File: src/cgs_pkg.sv
`timescale 1ns / 1ps

package cgs_pkg;

  // Field and register widths fixed by the block's interface.
  localparam int COORD_W     = 6;
  localparam int SIZE_REG_W  = 7;
  localparam int PASS_REG_W  = 4;
  localparam int DATA_W      = 7;
  localparam int REG_INDEX_W = 2;

  // Command codes carried in the action field.
  localparam logic [1:0] ACT_WRITE  = 2'd0;
  localparam logic [1:0] ACT_READ   = 2'd1;
  localparam logic [1:0] ACT_SMOOTH = 2'd2;

  // Configuration register indexes.
  localparam logic [REG_INDEX_W-1:0] REG_GRID_WIDTH  = 2'd0;
  localparam logic [REG_INDEX_W-1:0] REG_GRID_HEIGHT = 2'd1;
  localparam logic [REG_INDEX_W-1:0] REG_PASS_COUNT  = 2'd2;

  // Register values after reset.
  localparam logic [SIZE_REG_W-1:0] GRID_WIDTH_RESET  = 7'd64;
  localparam logic [SIZE_REG_W-1:0] GRID_HEIGHT_RESET = 7'd64;
  localparam logic [PASS_REG_W-1:0] PASS_COUNT_RESET  = 4'd5;

  // A neighbour count equal to this leaves the cell unchanged.
  localparam int KEEP_COUNT = 4;

  // Phases of one window step: three column reads, then the update slot.
  localparam logic [1:0] PH_COL0  = 2'd0;
  localparam logic [1:0] PH_COL1  = 2'd1;
  localparam logic [1:0] PH_COL2  = 2'd2;
  localparam logic [1:0] PH_WRITE = 2'd3;

  typedef enum logic [2:0] {
    SM_IDLE,
    SM_PASS,
    SM_COLUMN,
    SM_FETCH,
    SM_DONE
  } smooth_state_t;

  typedef struct packed {
    logic busy;
    logic done;
  } smooth_status_t;

endpackage

File: src/cgs_smoother.sv
`timescale 1ns / 1ps

module cgs_smoother import cgs_pkg::*; #(
  parameter int XW = 6,
  parameter int YW = 6
) (
  input  logic                  clk,
  input  logic                  rst,
  input  logic                  start,
  input  logic [XW:0]           used_w,
  input  logic [YW:0]           used_h,
  input  logic [PASS_REG_W-1:0] passes,
  output smooth_status_t        status,
  output logic                  re,
  output logic [XW+YW-1:0]      raddr,
  input  logic                  rdata,
  output logic                  we,
  output logic [XW+YW-1:0]      waddr,
  output logic                  wdata
);

  smooth_state_t state, state_next;

  logic [PASS_REG_W-1:0] pass_idx;
  logic [XW-1:0]         x;
  logic [YW:0]           f;      // row being fetched; the cell updated is f - 1
  logic [1:0]            ph;
  logic                  rd_wall;
  logic [2:0]            row0;   // row f - 2, columns x - 1 .. x + 1
  logic [2:0]            row1;   // row f - 1
  logic [1:0]            row2;   // row f, columns x - 1 and x

  logic [XW:0]   x_plus;
  logic          x_last;
  logic          f_last;
  logic          col_ok;
  logic          row_ok;
  logic [XW-1:0] col_sel;
  logic          issue;
  logic          fetched;
  logic [2:0]    row2_full;
  logic [3:0]    count;
  logic          new_val;
  logic [YW:0]   y_upd;

  assign x_plus = {1'b0, x} + {{XW{1'b0}}, 1'b1};
  assign x_last = (x_plus == used_w);
  assign f_last = (f == used_h);
  assign row_ok = (f < used_h);
  assign y_upd  = f - {{YW{1'b0}}, 1'b1};

  always_comb begin
    case (ph)
      PH_COL0: begin
        col_ok  = (x != '0);
        col_sel = x - {{(XW-1){1'b0}}, 1'b1};
      end
      PH_COL1: begin
        col_ok  = 1'b1;
        col_sel = x;
      end
      PH_COL2: begin
        col_ok  = (x_plus < used_w);
        col_sel = x_plus[XW-1:0];
      end
      default: begin
        col_ok  = 1'b0;
        col_sel = x;
      end
    endcase
  end

  // Neighbours off the grid read as walls without touching the memory.
  assign fetched   = rd_wall | rdata;
  assign row2_full = {fetched, row2};

  assign count = 4'(row0[0]) + 4'(row0[1]) + 4'(row0[2]) + 4'(row1[0]) + 4'(row1[2])
               + 4'(row2_full[0]) + 4'(row2_full[1]) + 4'(row2_full[2]);

  always_comb begin
    if (count > 4'(KEEP_COUNT)) begin
      new_val = 1'b1;
    end else if (count < 4'(KEEP_COUNT)) begin
      new_val = 1'b0;
    end else begin
      new_val = row1[1];
    end
  end

  always_comb begin
    state_next = state;
    case (state)
      SM_IDLE: begin
        if (start) begin
          state_next = SM_PASS;
        end
      end
      SM_PASS: begin
        state_next = (pass_idx == passes) ? SM_DONE : SM_COLUMN;
      end
      SM_COLUMN: begin
        state_next = SM_FETCH;
      end
      SM_FETCH: begin
        if (ph == PH_WRITE && f_last) begin
          state_next = x_last ? SM_PASS : SM_COLUMN;
        end
      end
      SM_DONE: begin
        state_next = SM_IDLE;
      end
      default: begin
        state_next = SM_IDLE;
      end
    endcase
  end

  always_comb begin
    issue       = (state == SM_FETCH) && (ph != PH_WRITE);
    status.busy = (state != SM_IDLE);
    status.done = (state == SM_DONE);
    re          = issue && col_ok && row_ok;
    raddr       = {col_sel, f[YW-1:0]};
    we          = (state == SM_FETCH) && (ph == PH_WRITE) && (f != '0);
    waddr       = {x, y_upd[YW-1:0]};
    wdata       = new_val;
  end

  always_ff @(posedge clk) begin
    if (rst) begin
      state <= SM_IDLE;
    end else begin
      state <= state_next;
    end
  end

  always_ff @(posedge clk) begin
    case (state)
      SM_IDLE: begin
        pass_idx <= '0;
      end
      SM_PASS: begin
        x <= '0;
      end
      SM_COLUMN: begin
        f    <= '0;
        ph   <= PH_COL0;
        row1 <= 3'b111;
      end
      SM_FETCH: begin
        ph      <= ph + 2'd1;
        rd_wall <= !(col_ok && row_ok);
        if (ph == PH_COL1) begin
          row2[0] <= fetched;
        end
        if (ph == PH_COL2) begin
          row2[1] <= fetched;
        end
        if (ph == PH_WRITE) begin
          row0 <= {row1[2], (f != '0) ? new_val : row1[1], row1[0]};
          row1 <= row2_full;
          f    <= f + {{YW{1'b0}}, 1'b1};
          if (f_last) begin
            x <= x_plus[XW-1:0];
            if (x_last) begin
              pass_idx <= pass_idx + {{(PASS_REG_W-1){1'b0}}, 1'b1};
            end
          end
        end
      end
      default: begin
      end
    endcase
  end

  a_no_read_in_write_slot: assert property (@(posedge clk) disable iff (rst)
    we |-> !re)
    else $error("grid read issued in the update slot");

  a_read_row_in_grid: assert property (@(posedge clk) disable iff (rst)
    re |-> (f < used_h))
    else $error("grid read below the last row");

  a_start_when_idle: assert property (@(posedge clk) disable iff (rst)
    start |-> (state == SM_IDLE))
    else $error("smooth started while a run is in progress");

endmodule

File: config.mk
export PLATFORM = sky130hd
export DESIGN_NAME = cgs_smoother
export DESIGN_NICKNAME = d
export VERILOG_FILES = /design/src/cgs_pkg.sv /design/src/cgs_smoother.sv
export SDC_FILE = /design/constraint.sdc
export NUM_CORES = 1
export LEC_CHECK = 0
export BUFFER_PORTS_ARGS = -buffer_cell sky130_fd_sc_hd__buf_2
export CAP_MARGIN = 5
export CORE_UTILIZATION = 55
export CTS_BUF_LIST = sky130_fd_sc_hd__clkbuf_4 sky130_fd_sc_hd__clkbuf_8 sky130_fd_sc_hd__clkbuf_16
export DETAILED_ROUTE_END_ITERATION = 16
export PLACE_DENSITY = 0.8
export SLEW_MARGIN = 20
export SYNTH_ARGS = -nofsm -noshare
export SYNTH_HDL_FRONTEND = slang
export SYNTH_SLANG_ARGS = --single-unit
File: constraint.sdc
create_clock -name clk -period 4 [get_ports clk]
set_clock_uncertainty 0.2 [all_clocks]
set_input_delay 0.8 -clock clk [delete_from_list [all_inputs] [get_ports clk]]
set_output_delay 0.8 -clock clk [all_outputs]
set_load 0.02 [all_outputs]
== Word level (Yosys, flattened, before mapping) ==
Index checks and enable logic that the tools add are counted.
Storage, ports and cells
  register bits after elaboration: 31
  logic and storage cells: 89
Cells by class
  add/sub/neg operators: 13
  $lt $le $gt $ge: 4
  equality and inequality tests: 16
  multiplexer cells: 22
  bitwise gates (word level): 1
  reductions and logical operators: 23
Operators with widths (count)
  6-bit one-hot mux with 2 select lines: 2
  4-bit by 1-bit adder with 4-bit output: 4
  7-bit equality test: 2
  7-bit less-than comparator: 2
  7-bit one-hot mux with 2 select lines: 1
  3-bit two-way mux: 4
  4-bit two-way mux: 3
  6-bit two-way mux: 2
  2-bit inequality test, second input constant: 6
  3-bit one-hot mux with 4 select lines: 1
  6-bit by 1-bit subtractor with 6-bit output, second input constant: 2
  2-bit AND reduction: 5
  4-bit one-hot mux with 2 select lines: 1
  6-bit by 1-bit adder with 7-bit output, second input constant: 1
  7-bit by 1-bit adder with 7-bit output, second input constant: 1
  1-bit logical AND: 7
  7-bit two-way mux: 1
  7-bit nonzero test: 1
  3-bit by 2-bit equality test with 1-bit output, second input constant: 2
  3-bit one-hot mux with 2 select lines: 1
  2-bit nonzero test: 3
  6-bit nonzero test: 1
  3-bit by 1-bit adder with 4-bit output: 1
  4-bit by 1-bit adder with 4-bit output, second input constant: 1
  other kinds (21): 24

== Longest topological paths before layout ==
  depth in word-level cells: 11
  depth in mapped cells: 10
  gate-level depth less buffers: 10

== Worst setup path before layout ==
Ideal clock, no wire load.
  path kind: register -> output
  start: register row0[0]
  end: output wdata
  arrival: 2936 ps
  setup slack: 64 ps
  cell stages (with the launch flop): 10
  buffers on the path: 0
  cells stage by stage: edfxtp_1 inv_1 fa_1 fa_1 fa_1 inv_1 ha_1 fa_1 nor3_1 o22ai_1
Between the ends
  word-level cells in the longest chain between the ends: 10
Ends and longest elaborated chain
  start: declaration: RTL line cgs_smoother.sv:29  | logic [2:0] row0;
  start signal: assignment: RTL line cgs_smoother.sv:160  | row0 <= {row1[2], (f != '0) ? new_val : row1[1], row1[0]};
  1-bit by 1-bit adder with 2-bit output (*): RTL line cgs_smoother.sv:77  | assign count = 4'(row0[0]) + 4'(row0[1]) + 4'(row0[2]) + 4'(row1[0]) + 4'(row1[2])
  2-bit by 1-bit adder with 3-bit output (*): RTL line cgs_smoother.sv:77
  3-bit by 1-bit adder with 4-bit output (*): RTL line cgs_smoother.sv:77
  4-bit by 1-bit adder with 4-bit output (*): RTL line cgs_smoother.sv:77
  4-bit by 1-bit adder with 4-bit output (*) (3 in series): RTL line cgs_smoother.sv:78  | + 4'(row2_full[0]) + 4'(row2_full[1]) + 4'(row2_full[2]);
  4-bit by 3-bit less-than comparator with 1-bit output: RTL line cgs_smoother.sv:83  | end else if (count < 4'(KEEP_COUNT)) begin
  1-bit two-way mux: RTL line cgs_smoother.sv:83
  1-bit two-way mux (*): RTL line cgs_smoother.sv:81  | if (count > 4'(KEEP_COUNT)) begin
  end: declaration: RTL line cgs_smoother.sv:19  | output logic wdata
Mark *: on every way between the ends. The rest lies on a longest branch, timed or not.

== Worst setup path in the final report ==
Ends and elaborated chain as after synthesis.

==> results.md <==
* Status: finished, violations left
* Failing checks: setup timing
* Top Ports at 51
* Die H at 68.5 um
* Placed instance area at 2670 um2
* Fin crit share at 106%
* Worst Path Arrival at 3.24 ns
* FF-to-FF End: row0[1]
* Yosys top cell by area: edfxtp_1
* R2R depth at 10
* Setup WS pre-CTS at 0.00862 ns
* Synth Register Bits at 31
* WL final at 4.89 mm
* Number of global-route vias before repair at 1679
* Worst-path fanout max at 2
* Worst-margin pin slew at 0.665 ns
* Top-area cell type share of the netlist area at 34.6%
* Static Leak at 0.00129 uW
* Pwr dens at 335 nW/um2
* Via count at 1919
* R2R Path Start: row0[0]
* Post-synth cell types at 43
* Die area at 4690 um2
* Nets at 354
* Area contributors post-synth: edfxtp_1 35%, ha_1 14%, inv_1 5.7%
* Max VDD drop at 234 uV
* Slowest cell on crit path: fa_1
* Worst setup EP type: output port
* Num rows at 23
* Clock buffer depth at 2
* Mapped Cells at 254
* Maxcap violations at 0
* Final ANT Viol Nets at 0
* Synthesized net count at 308
* Top FF cell, synth: edfxtp_1
* N_diodes at 0
* F_max at 0.236 GHz
* Async SR Flop Fraction at 0%
* Root Buffer: clkbuf_8
* Worst hold slack at 0.273 ns
* Sequential fraction of the synthesis area at 37.0%
* WL per Instance at 13.9 um
* IO Port Bufs at 50
* CTS tree: built
* Setup-failing EPs final at 1
* Share of layout cells above drive strength 1 at 23.9%
* Crit start category: flop
* # H-tree levels at 2
* Synth Cell Area at 2430 um2
* Initial antenna violation count at 0
* Post-DP HPWL at 3.64 mm
* Final hold vios at 0
* Clock Pin Slew Worst Setup and Hold Paths at 0.06 ns
* Synth Warn # at 0
* HP Start: row1[0]
* Worst Path Buf+Inv at 3
* Largest net degree at the start of global routing at 17
* RSZ-0062 raised after global routing: true
* Post-synth top cells: 37 x inv_1, 28 x edfxtp_1, 28 x ha_1
* Worst min path class: reg -> reg
* WHS Endpoint: row0[0]
* Worst-path cell chain: inv_2, fa_1, fa_1, fa_1, inv_1, ha_2, fa_1, nor3_2, o22ai_2, buf_6
* Reg2Reg Setup Slack at 0.47 ns
* Die width at 68.5 um
* Core region area at 4120 um2
* Relative slew slack at 55.7%
* Hold Path Depth at 0
* Total GRT Usage at 22.6%
* Setup ws final at -0.243 ns
* Starting Density at 59.1%
* Most frequent cell after synthesis: inv_1
* Power, Total at 934 uW
* Post-synth EDFFs at 28
* Syn_area_per_cell at 9.58 um2
* Min Tclk post-route at 4.24 ns
* Residual DRC count at 0
* Clock buffer count from CTS at 5
* CP Data Required Time at 3.00 ns
* Drt pass-1 iters at 4
* Remaining Overflow, GRT at 0
* CP Class: reg -> out
* First-pass GRT wire length at 7.62 mm
* Synth-to-layout area growth at 14.7%
* Most common cell on crit path: fa_1
* Via density at 5.47
* Post-route cell area at 2790 um2
* Clock Sinks at 31
* Clock Latency Late Sink at 0.29 ns
* DRT iter0 DRCs at 146
* Max-slew violations at 0
* RePlAce Congestion at 0.814
* Family with the most delay on the worst path: adder cells
* CP max stage delay at 0.56 ns
==> state kept, by name, summed over array words and instances (netlist names) <==
register and count:
f 7, pass_idx 4, ph 2, rd_wall 1, row0 3, row1 3
row2 2, state 3, x 6
==> per-layer routing <==
metal  vias up  part of all wire [%]  GRT usage (%)
met3         8                   5.4           4.44
met2        57                    49           36.6
met4         0                   1.5           9.38
met1       898                    44           29.4
li1        956                     -              -
met5         -                     0              0
==> cell type report <==
cell class	instances	area, um2
Fill cell	346	1330
Multi-Input combinational cell	171	1300
Sequential cell	31	901
Timing Repair Buffer	53	279
Inverter	38	143
Clock buffer	8	104
Tap cell	50	62.6
==> metrics by stage <==
step	util (%)	TNS [ns]	cells
finish	67.8	-0.243	351
global route	67.8	-0.399	351
CTS	67.4	-0.277	351
detailed placement	64.8	0	343
global placement	64.8	0	343
floorplan	-	0	254
==> repair_timing <==
action,in CTS,in global routing
pin swaps,0,1
setup buffers,0,0
hold buffers,0,0
gates cloned,0,0
resized for setup,1,7
endpoints found under the setup margin,1,1
==> how the worst max path moves through the flow <==
stage               startpoint    end  cells after the start
floorplan              row0[0]  wdata                      9
global placement       row0[0]  wdata                     10
detailed placement     row0[0]  wdata                     10
CTS                    row0[0]  wdata                     10
global route           row0[0]  wdata                     10
finish                 row0[0]  wdata                     10
==> power by group <==
part,switching [uW],leakage [uW],total (uW),internal [uW]
combinational,139,0.000950,237,98.0
clock,121,0.0000549,284,164
sequential,31.9,0.000284,413,381
==> kinds of logic after synthesis <==
kind of cell	after synthesis	synth area share (%)
multiplexers	1	0.463
XOR/XNOR	21	7.87
AND/OR/NAND/NOR	84	18.1
adder cells (fa/ha/maj)	32	17.7
buffers and inverters	52	10.1
flip-flops	31	37.0
AO/OA/AOI/OAI	33	8.79
==> layout by cell type, fill, tap and decap left out, drive strengths merged, types with 8 or more instances in the layout <==
master and n:
ha 28, nor2 26, a21oi 14, edfxtp 28, nand2 10, and2 8, nand3 10, xnor2 15
clkbuf 8, buf 53, inv 38
Note: power is estimated with default switching activity, not from simulation.
